**config.mk**
```make
export PLATFORM = sky130hd
export DESIGN_NAME = adpcm_multichannel_encoder
export DESIGN_NICKNAME = d
export VERILOG_FILES = /design/src/hdl/amce_pkg.sv /design/src/hdl/amce_apb_regs.sv /design/src/hdl/amce_quant.sv /design/src/hdl/adpcm_multichannel_encoder.sv
export SDC_FILE = /design/constraint.sdc
export NUM_CORES = 1
export LEC_CHECK = 0
export BUFFER_PORTS_ARGS = -buffer_cell sky130_fd_sc_hd__buf_2
export CORE_MARGIN = 3
export CORE_UTILIZATION = 45
export CTS_CLUSTER_SIZE = 24
export DETAILED_ROUTE_END_ITERATION = 6
export PLACE_DENSITY = 0.66
export SKIP_CTS_REPAIR_TIMING = 1
export SYNTH_ARGS = -nofsm -noshare
export SYNTH_HDL_FRONTEND = slang
export SYNTH_HIERARCHICAL = 1
export SYNTH_SLANG_ARGS = --single-unit
```
**constraint.sdc**
```tcl
create_clock -name i_clk -period 18.5 [get_ports i_clk]
set_clock_uncertainty 0.05 [all_clocks]
set_input_delay 1.85 -clock i_clk [delete_from_list [all_inputs] [get_ports i_clk]]
set_output_delay 1.85 -clock i_clk [all_outputs]
set_load 0.01 [all_outputs]
```
**src/hdl/amce_pkg.sv**
```systemverilog
// shared types, constants and tables for the multichannel adpcm encoder
`timescale 1ns / 1ps

package amce_pkg;

    // field widths
    localparam int SAMPLE_W   = 12;
    localparam int CHAN_W     = 3;
    localparam int INDEX_W    = 6;
    localparam int STEP_W     = 11;
    localparam int CODE_W     = 4;
    localparam int CMD_W      = 1;

    // stream bus widths (fields packed from bit 0, padded to bytes)
    localparam int S_DATA_W   = 16;
    localparam int M_DATA_W   = 8;

    // configuration port
    localparam int APB_DATA_W = 32;
    localparam int APB_ADDR_W = 2;

    // limits and reset values
    localparam logic [SAMPLE_W-1:0] SAMPLE_MAX   = 12'hFFF;
    localparam logic [INDEX_W-1:0]  INDEX_MAX    = 6'd48;
    localparam logic [SAMPLE_W-1:0] REST_DEFAULT = 12'h800;
    localparam int                  CHANNELS_DEF = 8;
    localparam int                  CHANNELS_MAX = 8;

    // register word indexes
    localparam logic [APB_ADDR_W-1:0] REG_REST_LEVEL = 2'd0;

    // item commands
    typedef enum logic [CMD_W-1:0] {
        CMD_ENCODE = 1'b0,
        CMD_RESET  = 1'b1
    } t_cmd;

    // per-channel predictor state
    typedef struct packed {
        logic [SAMPLE_W-1:0] pred;
        logic [INDEX_W-1:0]  idx;
    } t_chan_state;

    // step size table, saturating at the last entry
    function automatic logic [STEP_W-1:0] step_size(input logic [INDEX_W-1:0] idx);
        logic [STEP_W-1:0] s;
        begin
            case (idx)
                6'd0:  s = 11'd16;    6'd1:  s = 11'd17;    6'd2:  s = 11'd19;
                6'd3:  s = 11'd21;    6'd4:  s = 11'd23;    6'd5:  s = 11'd25;
                6'd6:  s = 11'd28;    6'd7:  s = 11'd31;    6'd8:  s = 11'd34;
                6'd9:  s = 11'd37;    6'd10: s = 11'd41;    6'd11: s = 11'd45;
                6'd12: s = 11'd50;    6'd13: s = 11'd55;    6'd14: s = 11'd60;
                6'd15: s = 11'd66;    6'd16: s = 11'd73;    6'd17: s = 11'd80;
                6'd18: s = 11'd88;    6'd19: s = 11'd97;    6'd20: s = 11'd107;
                6'd21: s = 11'd118;   6'd22: s = 11'd130;   6'd23: s = 11'd143;
                6'd24: s = 11'd157;   6'd25: s = 11'd173;   6'd26: s = 11'd190;
                6'd27: s = 11'd209;   6'd28: s = 11'd230;   6'd29: s = 11'd253;
                6'd30: s = 11'd279;   6'd31: s = 11'd307;   6'd32: s = 11'd337;
                6'd33: s = 11'd371;   6'd34: s = 11'd408;   6'd35: s = 11'd449;
                6'd36: s = 11'd494;   6'd37: s = 11'd544;   6'd38: s = 11'd598;
                6'd39: s = 11'd658;   6'd40: s = 11'd724;   6'd41: s = 11'd796;
                6'd42: s = 11'd876;   6'd43: s = 11'd963;   6'd44: s = 11'd1060;
                6'd45: s = 11'd1166;  6'd46: s = 11'd1282;  6'd47: s = 11'd1411;
                default: s = 11'd1552;
            endcase
            return s;
        end
    endfunction

    // step index adjustment by code magnitude
    function automatic logic signed [4:0] index_adjust(input logic [2:0] mag);
        logic signed [4:0] a;
        begin
            case (mag)
                3'd4:    a = 5'sd2;
                3'd5:    a = 5'sd4;
                3'd6:    a = 5'sd6;
                3'd7:    a = 5'sd8;
                default: a = -5'sd1;
            endcase
            return a;
        end
    endfunction

endpackage

```
**src/hdl/amce_apb_regs.sv**
```systemverilog
// apb configuration register block holding the rest level
`timescale 1ns / 1ps

module amce_apb_regs (
    input  logic                               i_clk,
    input  logic                               i_rst_n,
    input  logic                               psel,
    input  logic                               penable,
    input  logic                               pwrite,
    input  logic [amce_pkg::APB_ADDR_W-1:0]    paddr,
    input  logic [amce_pkg::APB_DATA_W-1:0]    pwdata,
    output logic [amce_pkg::APB_DATA_W-1:0]    prdata,
    output logic                               pready,
    output logic [amce_pkg::SAMPLE_W-1:0]      o_rest_level
);
    import amce_pkg::*;

    logic [SAMPLE_W-1:0] r_rest_level;
    logic                w_wr;

    // write strobe on the access phase
    assign w_wr   = psel && penable && pwrite && pready;
    assign pready = 1'b1;

    // rest level register
    always_ff @(posedge i_clk) begin
        if (!i_rst_n) begin
            r_rest_level <= REST_DEFAULT;
        end else if (w_wr && (paddr == REG_REST_LEVEL)) begin
            r_rest_level <= pwdata[SAMPLE_W-1:0];
        end
    end

    // read mux
    always_comb begin
        prdata = '0;
        case (paddr)
            REG_REST_LEVEL: prdata = {{(APB_DATA_W-SAMPLE_W){1'b0}}, r_rest_level};
            default:        prdata = '0;
        endcase
    end

    assign o_rest_level = r_rest_level;

endmodule

```
**src/hdl/amce_quant.sv**
```systemverilog
// one-pass adpcm quantizer and predictor/step index update for one sample
`timescale 1ns / 1ps

module amce_quant (
    input  logic [amce_pkg::SAMPLE_W-1:0] i_sample,
    input  amce_pkg::t_chan_state         i_state,
    output logic [amce_pkg::CODE_W-1:0]   o_code,
    output amce_pkg::t_chan_state         o_next
);
    import amce_pkg::*;

    logic [INDEX_W-1:0]        w_idx;
    logic [STEP_W-1:0]         w_step;
    logic signed [SAMPLE_W:0]  w_diff;
    logic                      w_neg;
    logic [SAMPLE_W-1:0]       w_mag0;
    logic [SAMPLE_W-1:0]       w_mag1;
    logic [SAMPLE_W-1:0]       w_mag2;
    logic                      w_b2;
    logic                      w_b1;
    logic                      w_b0;
    logic [SAMPLE_W-1:0]       w_delta;
    logic signed [SAMPLE_W+1:0] w_pred_sum;
    logic signed [7:0]         w_idx_sum;

    // saturate the index and look up the step
    assign w_idx  = (i_state.idx > INDEX_MAX) ? INDEX_MAX : i_state.idx;
    assign w_step = step_size(w_idx);

    // signed difference and its magnitude
    assign w_diff = $signed({1'b0, i_sample}) - $signed({1'b0, i_state.pred});
    assign w_neg  = w_diff[SAMPLE_W];
    assign w_mag0 = w_neg ? SAMPLE_W'(-w_diff) : w_diff[SAMPLE_W-1:0];

    // three compare-subtract stages against step, step/2, step/4
    assign w_b2   = w_mag0 >= {1'b0, w_step};
    assign w_mag1 = w_b2 ? (w_mag0 - {1'b0, w_step}) : w_mag0;
    assign w_b1   = w_mag1 >= {2'b0, w_step[STEP_W-1:1]};
    assign w_mag2 = w_b1 ? (w_mag1 - {2'b0, w_step[STEP_W-1:1]}) : w_mag1;
    assign w_b0   = w_mag2 >= {3'b0, w_step[STEP_W-1:2]};

    // rebuilt difference
    assign w_delta = {4'b0, w_step[STEP_W-1:3]}
                   + (w_b2 ? {1'b0, w_step} : '0)
                   + (w_b1 ? {2'b0, w_step[STEP_W-1:1]} : '0)
                   + (w_b0 ? {3'b0, w_step[STEP_W-1:2]} : '0);

    assign o_code = {w_neg, w_b2, w_b1, w_b0};

    // predictor sum before the clamp
    assign w_pred_sum = w_neg
        ? ($signed({2'b0, i_state.pred}) - $signed({2'b0, w_delta}))
        : ($signed({2'b0, i_state.pred}) + $signed({2'b0, w_delta}));

    // step index sum before the clamp
    assign w_idx_sum = $signed({2'b0, w_idx}) + 8'(index_adjust({w_b2, w_b1, w_b0}));

    // clamp predictor to the sample range and step index to 0..48
    always_comb begin
        if (w_pred_sum < 0) begin
            o_next.pred = '0;
        end else if (w_pred_sum > $signed({2'b0, SAMPLE_MAX})) begin
            o_next.pred = SAMPLE_MAX;
        end else begin
            o_next.pred = w_pred_sum[SAMPLE_W-1:0];
        end
        if (w_idx_sum < 0) begin
            o_next.idx = '0;
        end else if (w_idx_sum > $signed({2'b0, INDEX_MAX})) begin
            o_next.idx = INDEX_MAX;
        end else begin
            o_next.idx = w_idx_sum[INDEX_W-1:0];
        end
    end

endmodule

```
**src/hdl/adpcm_multichannel_encoder.sv**
```systemverilog
// Multichannel 4-bit ADPCM encoder: input register, combinational quantizer, result register.
// The code of a beat is computed from the input register and held in the result register,
// which holds while m_axis_tready is low. Throughput: one beat per cycle when not stalled;
// channel state is written as an item leaves the input register, so back-to-back beats on
// the same channel see the updated state.
// Reset (synchronous, active low) empties both pipeline registers, sets every
// channel to predictor 2048 and step index 0, and rest_level to 2048.
`timescale 1ns / 1ps

module adpcm_multichannel_encoder #(
    parameter int CHANNELS = amce_pkg::CHANNELS_DEF
) (
    input  logic                               i_clk,
    input  logic                               i_rst_n,
    // stream in
    input  logic                               s_axis_tvalid,
    output logic                               s_axis_tready,
    input  logic [amce_pkg::S_DATA_W-1:0]      s_axis_tdata,  // [2:0] channel, [14:3] sample
    input  logic                               s_axis_tuser,  // [0] command
    // stream out
    output logic                               m_axis_tvalid,
    input  logic                               m_axis_tready,
    output logic [amce_pkg::M_DATA_W-1:0]      m_axis_tdata,  // [3:0] code
    // configuration
    input  logic                               psel,
    input  logic                               penable,
    input  logic                               pwrite,
    input  logic [amce_pkg::APB_ADDR_W-1:0]    paddr,
    input  logic [amce_pkg::APB_DATA_W-1:0]    pwdata,
    output logic [amce_pkg::APB_DATA_W-1:0]    prdata,
    output logic                               pready
);
    import amce_pkg::*;

    localparam int              CH_IW    = (CHANNELS > 1) ? $clog2(CHANNELS) : 1;
    localparam logic [CHAN_W:0] CH_LIMIT = (CHAN_W+1)'(CHANNELS);

    logic [SAMPLE_W-1:0] w_rest_level;

    logic                r_in_valid;
    t_cmd                r_in_cmd;
    logic [CHAN_W-1:0]   r_in_ch;
    logic [SAMPLE_W-1:0] r_in_sample;

    logic                r_out_valid;
    logic [CODE_W-1:0]   r_code;
    logic [CODE_W-1:0]   n_code;

    t_chan_state         r_state [CHANNELS];
    t_chan_state         w_cur;
    t_chan_state         w_next;
    logic [CODE_W-1:0]   w_q_code;

    logic                w_advance;
    logic                w_s_take;
    logic                w_ch_ok;
    logic [CH_IW-1:0]    w_ch_idx;

    // configuration registers
    amce_apb_regs u_regs (
        .i_clk        (i_clk),
        .i_rst_n      (i_rst_n),
        .psel         (psel),
        .penable      (penable),
        .pwrite       (pwrite),
        .paddr        (paddr),
        .pwdata       (pwdata),
        .prdata       (prdata),
        .pready       (pready),
        .o_rest_level (w_rest_level)
    );

    // handshake: the result register frees when taken, the input register when it moves on
    assign w_advance     = !r_out_valid || m_axis_tready;
    assign s_axis_tready = !r_in_valid || w_advance;
    assign w_s_take      = s_axis_tvalid && s_axis_tready;

    // input register
    always_ff @(posedge i_clk) begin
        if (!i_rst_n) begin
            r_in_valid <= 1'b0;
        end else if (w_s_take) begin
            r_in_valid <= 1'b1;
        end else if (w_advance) begin
            r_in_valid <= 1'b0;
        end
    end

    always_ff @(posedge i_clk) begin
        if (w_s_take) begin
            r_in_cmd    <= t_cmd'(s_axis_tuser);
            r_in_ch     <= s_axis_tdata[CHAN_W-1:0];
            r_in_sample <= s_axis_tdata[CHAN_W +: SAMPLE_W];
        end
    end

    // channel select
    assign w_ch_ok  = {1'b0, r_in_ch} < CH_LIMIT;
    assign w_ch_idx = r_in_ch[CH_IW-1:0];
    assign w_cur    = w_ch_ok ? r_state[w_ch_idx]
                              : t_chan_state'{pred: REST_DEFAULT, idx: '0};

    // quantizer
    amce_quant u_quant (
        .i_sample (r_in_sample),
        .i_state  (w_cur),
        .o_code   (w_q_code),
        .o_next   (w_next)
    );

    // code for this item: zero on reset command or unknown channel
    always_comb begin
        n_code = '0;
        if (w_ch_ok && (r_in_cmd == CMD_ENCODE)) begin
            n_code = w_q_code;
        end
    end

    // per-channel state, written as the item moves to the result register
    for (genvar g = 0; g < CHANNELS; g++) begin : g_chan
        always_ff @(posedge i_clk) begin
            if (!i_rst_n) begin
                r_state[g] <= '{pred: REST_DEFAULT, idx: '0};
            end else if (r_in_valid && w_advance && w_ch_ok && (w_ch_idx == CH_IW'(g))) begin
                if (r_in_cmd == CMD_RESET) begin
                    r_state[g] <= '{pred: w_rest_level, idx: '0};
                end else begin
                    r_state[g] <= w_next;
                end
            end
        end
    end

    // result register
    always_ff @(posedge i_clk) begin
        if (!i_rst_n) begin
            r_out_valid <= 1'b0;
        end else if (w_advance) begin
            r_out_valid <= r_in_valid;
        end
    end

    always_ff @(posedge i_clk) begin
        if (w_advance && r_in_valid) begin
            r_code <= n_code;
        end
    end

    assign m_axis_tvalid = r_out_valid;
    assign m_axis_tdata  = {{(M_DATA_W-CODE_W){1'b0}}, r_code};

endmodule
```
[Yosys cells after proc, flatten, opt, wreduce, memory -nomap -nowiden]
Memories as Yosys holds them, arrays and structs flattened. A register that Yosys moved wholly into a read port is not among the register bits.
Cells that the tools add are included.
W data, S select, Z words.
Operators by class
  add/sub/neg operators: 10
  multipliers: 0
  divide/modulo/power cells: 0
  order comparisons: 8
  eq/ne operators: 11
  shift-type cells: 0
  multiplexer cells: 84
  bitwise operators: 16
  reduce and logical (&&, ||, !) cells: 20
Operators with widths (number)
  $mux W18: 16
  $mux W12: 6
  $mux W1: 53
  $sub A12 B12 Y13: 2
  $add A12 B12 Y12: 2
  $eq A3 B3 Y1 const B: 8
  $pmux W5 S4: 1
  $mux W6: 3
  $or A1 B1 Y1: 16
  $gt A14 B13 Y1 const B: 1
  $lt A14 B1 Y1 const B: 1
  $mux W14: 1
  $add A12 B12 Y13: 1
  $logic_and A1 B1 Y1: 13
  $add A8 B12 Y12: 1
  $ge A12 B10 Y1: 1
  $ge A12 B11 Y1: 1
  $ge A12 B9 Y1: 1
  $neg A12 Y12: 1
  $sub A12 B10 Y12: 1
  $sub A12 B11 Y12: 1
  $mux W11: 1
  $mux W10: 1
  $mux W9: 1
  12 further kinds: 15
Word-level totals
  register bits after elaboration: 34
  latch bits: 0
  memory bits (writable): 144
  ROM bits: 704
  bits of input ports: 58
  word-level logic and storage cells: 158
  memories: 2
Memories
  (name not given): depth 64, bits a word 11, read ports 1, clocked after Yosys merged registers in 0, wr ports 0, line amce_pkg.sv:48  | case (idx)
  r_state: depth 8, bits a word 18, read ports 1, clocked after Yosys merged registers in 1, wr ports 8, line adpcm_multichannel_encoder.sv:49  | t_chan_state r_state [CHANNELS];

[Logic depth before layout (Yosys ltp)]
Gate-level depths: netlist of the first run.
  depth after elaboration: 16
  gate-level depth with buffers: 81
  mapped depth without buffers: 74

[Modules after synthesis]
Netlist of the first run, hierarchy kept.
Modules (own cells, without submodules)
  adpcm_multichannel_encoder: instances 1, cells an instance 468, area an instance 7198.2 um^2
  amce_quant: instances 1, cells an instance 848, area an instance 5798.1 um^2
  amce_apb_regs: instances 1, cells an instance 91, area an instance 762.0 um^2

[Worst setup path after synthesis of the first run]
No wires, ideal clock.
  path kind: register to register
  start point: reg (tool-made name)
  end point: mem r_state[6][8] in the netlist's numbering (data pin)
  setup time: 0.265 ns
  arrival: 14.714 ns
  data required time: 18.185 ns
  setup slack: 3.471 ns
  cell stages (with the launch flop): 78
  clock period less this slack: 15.029 ns
  cells stage by stage: dfxtp_1 -> buf_4 -> buf_4 -> mux4_2 -> mux2_2 -> ha_1 -> fa_1 -> nand2b_1 -> a211oi_2 -> nor2_1 -> o21ai_1 -> clkbuf_1 -> nor2_1 -> xnor2_1 -> ha_1 -> nor2b_1 -> o31a_1 -> o22a_1 -> [42 not listed] -> o21bai_1 -> a21oi_1 -> o21bai_1 -> a21oi_1 -> o21bai_1 -> a21oi_1 -> xnor2_1 -> ha_1 -> or3_1 -> o21ai_0 -> a21o_1 -> clkbuf_1 -> nand2_1 -> o211ai_1 -> a21oi_1 -> mux2_2 -> nand2_1 -> nor2_1
RTL lines (line)
  end, declared: adpcm_multichannel_encoder.sv:49

==> metrics.md, run 1 <==
| Metric | Value |
|---|---|
| F_max | 0.05851 GHz |
| Fin crit share | 92.39% |
| Mean Syn Cell Area | 9.778 um2 |
| Via count | 10,470 |
| Post-synth EDFFs | 164 |
| CTS Root Cell | clkbuf_16 |
| Critical Path Max Stage Delay | 700 ps |
| Nets@finish | 1,604 |
| Top-Level Pins | 101 |
| Ranking of synthesized cells by area | edfxtp_1, ha_1, nor2_1 |
| Req. time, crit path | 18,610 ps |
| Vias per cell | 5.728 |
| Chip height | 180.9 um |
| H-tree Lvls | 4 |
| Final hold violation count | 0 |
| Commonest non-fill, non-tap cell in the layout | nor2_1 |
| RSZ-0062 raised after global routing | false |
| Initial antenna violation count | 0 |
| Max-cap viol count | 0 |
| Drt total wl | 35.03 mm |
| Clk sink count | 181 |
| Minimum clock period | 17,090 ps |
| Drt first pass iters | 5 |
| Area Overhead vs Synth | 7.930% |
| Starting density of the core | 46.05% |
| Worst setup path class | reg -> reg |
| Top_reg_cell synth | edfxtp_1 |
| Worst setup SP type | flop |
| Critical Path AT | 17,210 ps |
| Routed Antenna Nets | 0 |
| Yosys reg bits | 181 |
| Relative slew slack | 16.20% |
| Reg2Reg Setup Slack | 1410 ps |
| First-pass GRT wire length | 55.74 mm |
| Max Slew Vio Count | 0 |
| Outcome | finished, final reports clean |
| Die Width | 180.9 um |
| Post-synthesis cell type with the largest combined area | edfxtp_1 |
| Die ar. | 32,710 um2 |
| TritonCTS buffer count | 17 |
| GRT Total Usage | 21.42% |
| Placer Congestion | 0.9192 |
| Mapped Cells | 1,407 |
| Starting DRC count in detailed routing | 878 |
| ANT cells | 0 |
| Largest net degree at the start of global routing | 47 |
| Congestion Overflow GR | 0 |
| Number of global-route vias before repair | 10,310 |
| Routed len/inst | 19.16 um |
| Commonest cells after routing, fill and taps aside | nor2_1, edfxtp_1, nand2_1 |
| Dpl hpwl | 23.97 mm |
| Final Setup Violations | 0 |
| DRC | 0 |
| FP Rows | 63 |
| Layout cell share with drive strength beyond 1 | 13.91% |
| Ys Warns | 6 |
| Synth cell types | 82 |
| Yosys top cell area share | 35.79% |
| Cell Area, Synth | 13,760 um2 |
| CTS tree | yes |
| Slowest cell on the critical path | o41ai_1 |
| Core region area | 29,870 um2 |
| Clk buf depth | 2 |
| CTS clock-pin slew for the worst setup and hold paths | 70 ps |
| Port buffer count | 54 |
| Least-Margin Pin Slew | 1254 ps |
| Clk Latency, worst-skew pair | 450 ps |
| Most frequent CP cell | nor2_1 |
| Crit end category | flop |
| Setup TNS | 0 ps |
| Register area share after synthesis | 38.27% |
| Critical Path Fanout Max | 26 |
| Hold Crit Class | reg -> reg |
| Synth async-reset ratio | 0% |
==> worst max-delay path, delay by kind of cell, from the launching register on <==
family | cells | cell delay [ps]
buf+inv | 2 | 540
xor+xnor | 2 | 270
compound gates | 30 | 6790
fa+ha+maj | 9 | 2860
mux | 4 | 1530
simple gates | 23 | 4140
flops | 1 | 580
==> worst paths after layout <==
kind / from / end / cells after the start
worst min-delay path: u_regs/o_rest_level[10]$_SDFFE_PN0P_ / u_regs/o_rest_level[10]$_SDFFE_PN0P_ / 2
worst min register to register: u_regs/o_rest_level[10]$_SDFFE_PN0P_ / u_regs/o_rest_level[10]$_SDFFE_PN0P_ / 2
worst max register to register: flop / r_state[3][16]$_DFFE_PP_ / 70
worst max-delay path: flop / r_state[3][16]$_DFFE_PP_ / 70
==> stage by stage <==
stage / worst slack (ps) / instances / instance area [um2] / hold slack (ps) / util (%)
6_report: 1408 / 1828 / 14850 / 426.6 / 49.70
5_1_grt: 30.56 / 1828 / 14850 / 449.9 / 49.70
4_1_cts: 1236 / 1828 / 14850 / 426.7 / 49.69
3_5_place_dp: 1350 / 1796 / 14220 / 417.0 / 47.61
3_3_place_gp: 1518 / 1796 / 14220 / 407.4 / 47.61
2_1_floorplan: 3471 / 1429 / 13840 / 389.7 / -
==> logic make-up after synthesis <==
| logic type | Yosys count | synth area share (%) |
|---|---|---|
| flops | 181 | 38.27 |
| simple gates | 511 | 16.82 |
| compound gates | 268 | 12.90 |
| other cells | 3 | 0.08184 |
| xor+xnor | 48 | 3.110 |
| buf+inv | 186 | 6.330 |
| mux | 89 | 10.23 |
| fa+ha+maj | 121 | 12.26 |
==> state kept, by name (all words and copies together), names as in the netlist, named ones only <==
register and count:
r_in_cmd 1, r_in_valid 1, r_state 144, u_regs/o_rest_level 12, r_code 4, r_in_sample 12, m_axis_tvalid 1, r_in_ch 3
==> final cells by class <==
type	count	area, um2
inverter	89	334.1
clock inverter	14	192.7
clock buffer	18	429.2
sequential	181	5270
fill	2762	15030
multi-input combinational	1062	7715
timing repair buffer	74	420.4
tap	390	488.0
==> per-layer routing <==
| metal | track usage [%] | up-vias | share of wire (%) | wire length, um |
|---|---|---|---|---|
| met5 | 0 | - | 0 | 0 |
| met4 | 5.987 | 0 | 1.9 | 671 |
| met3 | 3.725 | 52 | 6.7 | 2361 |
| met2 | 34.59 | 372 | 47 | 16410 |
| met1 | 29.87 | 5056 | 45 | 15590 |
| li1 | - | 4990 | - | - |
==> cell usage after synthesis, types with 30 or more instances <==
master,n
buf_4,32
a21oi_1,67
mux4_2,37
inv_1,83
o21ai_0,51
nand2_1,132
ha_1,98
nor2_1,231
xnor2_1,30
edfxtp_1,164
mux2_2,33
clkbuf_1,41
Power of run 1 is left out: the tool's default activity adds up to more than one toggle a clock period on the data nets, which glitch-free logic cannot reach.
==> run 2: changes to the inputs <==
==> constraint.sdc (replaced) <==
create_clock -name i_clk -period 18.5 [get_ports i_clk]
set_clock_uncertainty 0.05 [all_clocks]
set_input_delay 2.775 -clock i_clk [delete_from_list [all_inputs] [get_ports i_clk]]
set_output_delay 2.775 -clock i_clk [all_outputs]
set_load 0.01 [all_outputs]
==> run 2 against run 1 <==
Flip-flop and latch count unchanged. Non-clock buffer count up 2. Cell count rose by 0.11%. Hold slack lost 0.66 ps. Critical path type unchanged. Largest cell class unchanged. Highest routed layer unchanged.
==> metrics.md, run 2 (synthesis results as in run 1) <==
| Metric | Value |
|---|---|
| CTS Root Cell | clkbuf_16 |
| Met3 usage | 3.443% (-0.28 points) |
| Clk Latency, worst-skew pair | 440 ps (about the same) |
| GR Util met2 | 34.68% (+0.090 points) |
| Routed len/inst | 18.74 um (-2.2%) |
| Inst Count DP | 1,798 (+0.11%) |
| Worst setup path class | reg -> reg |
| Clk sink count | 181 (unchanged) |
| Hold Crit Class | reg -> reg |
| Fin area | 14,870 um2 (+0.14%) |
| Grt met1 use | 28.26% (-1.6 points) |
| Req. time, crit path | 18,610 ps (about the same) |
| Starting DRC count in detailed routing | 959 (+9.2%) |
| Critical Path Max Stage Delay | 890 ps (+190 ps) |
| F_max | 0.05855 GHz (about the same) |
| Least-Margin Pin Slew | 1108 ps (-145.5 ps) |
| Most frequent CP cell | a21oi_1 |
| Dpl hpwl | 23.73 mm (-1.0%) |
| Max reg flops | 144 (unchanged) |
| Critical Path AT | 17,190 ps (-20 ps) |
| Area after DPL | 14,240 um2 (+0.11%) |
| GRT busiest layer | met2 |
| Worst setup SP type | flop |
| Core region area | 29,870 um2 (unchanged) |
| FP Rows | 63 (unchanged) |
| Reg with most FFs | r_state |
| Area Overhead vs Synth | 8.076% |
| Commonest cells after routing, fill and taps aside | nor2_1, edfxtp_1, nand2_1 |
| Pre-CTS setup slack | 1390 ps (+40.37 ps) |
| Max-cap viol count | 0 (unchanged) |
| Largest net degree at the start of global routing | 47 (unchanged) |
| CTS tree | yes |
| Initial antenna violation count | 0 (unchanged) |
| Die ar. | 32,710 um2 (unchanged) |
| Die Width | 180.9 um (unchanged) |
| Non-Filler Instances | 1,830 (+0.11%) |
| Clk buf depth | 2 (unchanged) |
| CTS clock-pin slew for the worst setup and hold paths | 70 ps (about the same) |
| First-pass GRT wire length | 54.27 mm (-2.6%) |
| DRC | 0 (unchanged) |
| Placer Congestion | 0.9225 (+0.36%) |
| Port buffer count | 54 (unchanged) |
| Drt first pass iters | 5 (unchanged) |
| Final hold violation count | 0 (unchanged) |
| Max Slew Vio Count | 0 (unchanged) |
| Via count | 10,350 (-1.2%) |
| Reg2Reg Setup Slack | 1420 ps (about the same) |
| H-tree Lvls | 4 (unchanged) |
| Nets@finish | 1,606 (+0.12%) |
| Post-route setup slack | 1421 ps (+12.98 ps) |
| Buf+Inv Stages, Crit Path | 6 (+4) |
| Outcome | finished, final reports clean |
| Congestion Overflow GR | 0 (unchanged) |
| Vias per cell | 5.655 (-1.3%) |
| Top Family by Delay on Critical Path | compound AO/OA/AOI/OAI gates |
| Fin crit share | 92.32% (about the same) |
| GRT Total Usage | 20.84% (-0.58 points) |
| Crit end category | flop |
| Critical Path Fanout Max | 29 (+12%) |
| Final Setup Violations | 0 (unchanged) |
| Commonest non-fill, non-tap cell in the layout | nor2_1 |
| ANT cells | 0 (unchanged) |
| Top-Level Pins | 101 (unchanged) |
| Relative slew slack | 25.92% (+9.7 points) |
| Routed Antenna Nets | 0 (unchanged) |
| Chip height | 180.9 um (unchanged) |
| Layout cell share with drive strength beyond 1 | 14.03% (+0.12 points) |
| Slowest cell on the critical path | dfxtp_1 |
| Number of global-route vias before repair | 10,160 (-1.5%) |
| Drt total wl | 34.29 mm (-2.1%) |
| Minimum clock period | 17,080 ps (-12.98 ps) |
| Starting density of the core | 46.05% (unchanged) |
| TritonCTS buffer count | 17 (unchanged) |
## run 2: cell types whose count changed in the layout (fill, tap and decap cells not counted), sizes merged
| cell | previous run | this run |
|---|---|---|
| clkinvlp | 2 | 1 |
| clkbuf | 18 | 17 |
| inv | 93 | 92 |
| clkinv | 5 | 8 |
| buf | 74 | 76 |
## run 2: cell type report
class                           count  area, um2
Fill cell                        2735      15010
Tap cell                          390      488.0
Sequential cell                   181       5269
Multi-Input combinational cell   1062       7722
Clock inverter                     15      195.2
Inverter                           89      334.1
Timing Repair Buffer               76      435.4
Clock buffer                       17      425.4
## run 2: through the flow
step,setup TNS (ps),util (%),hold slack [ps]
after floorplan,0,-,389.7
after global placement,0,47.66,407.1
after detailed placement,0,47.66,416.2
after CTS,0,49.74,425.5
after global routing,-2.942,49.77,458.8
final,0,49.77,426.0
## run 2: tightest hold or removal path, delay by kind of cell (launching register included)
kind             cells  cell delay, ps
multiplexers         1              50
flip-flops           1             320
AND/OR/NAND/NOR      1              60
## run 2: path summary, 6_finish.rpt
| path | cells past startpoint | start | endpoint |
|---|---|---|---|
| max reg2reg | 74 | flop | r_state[7][13]$_DFFE_PP_ |
| min | 2 | u_regs/o_rest_level[8]$_SDFFE_PN0P_ | u_regs/o_rest_level[8]$_SDFFE_PN0P_ |
| max | 74 | flop | r_state[7][13]$_DFFE_PP_ |
| min reg2reg | 2 | u_regs/o_rest_level[8]$_SDFFE_PN0P_ | u_regs/o_rest_level[8]$_SDFFE_PN0P_ |
## run 2: layer usage
layer	routed length [um]	vias up
li1	-	4991
met1	14930	5010
met2	16450	305
met3	2288	43
met4	617	0
met5	0	-
Power of run 2 is left out for the same reason.
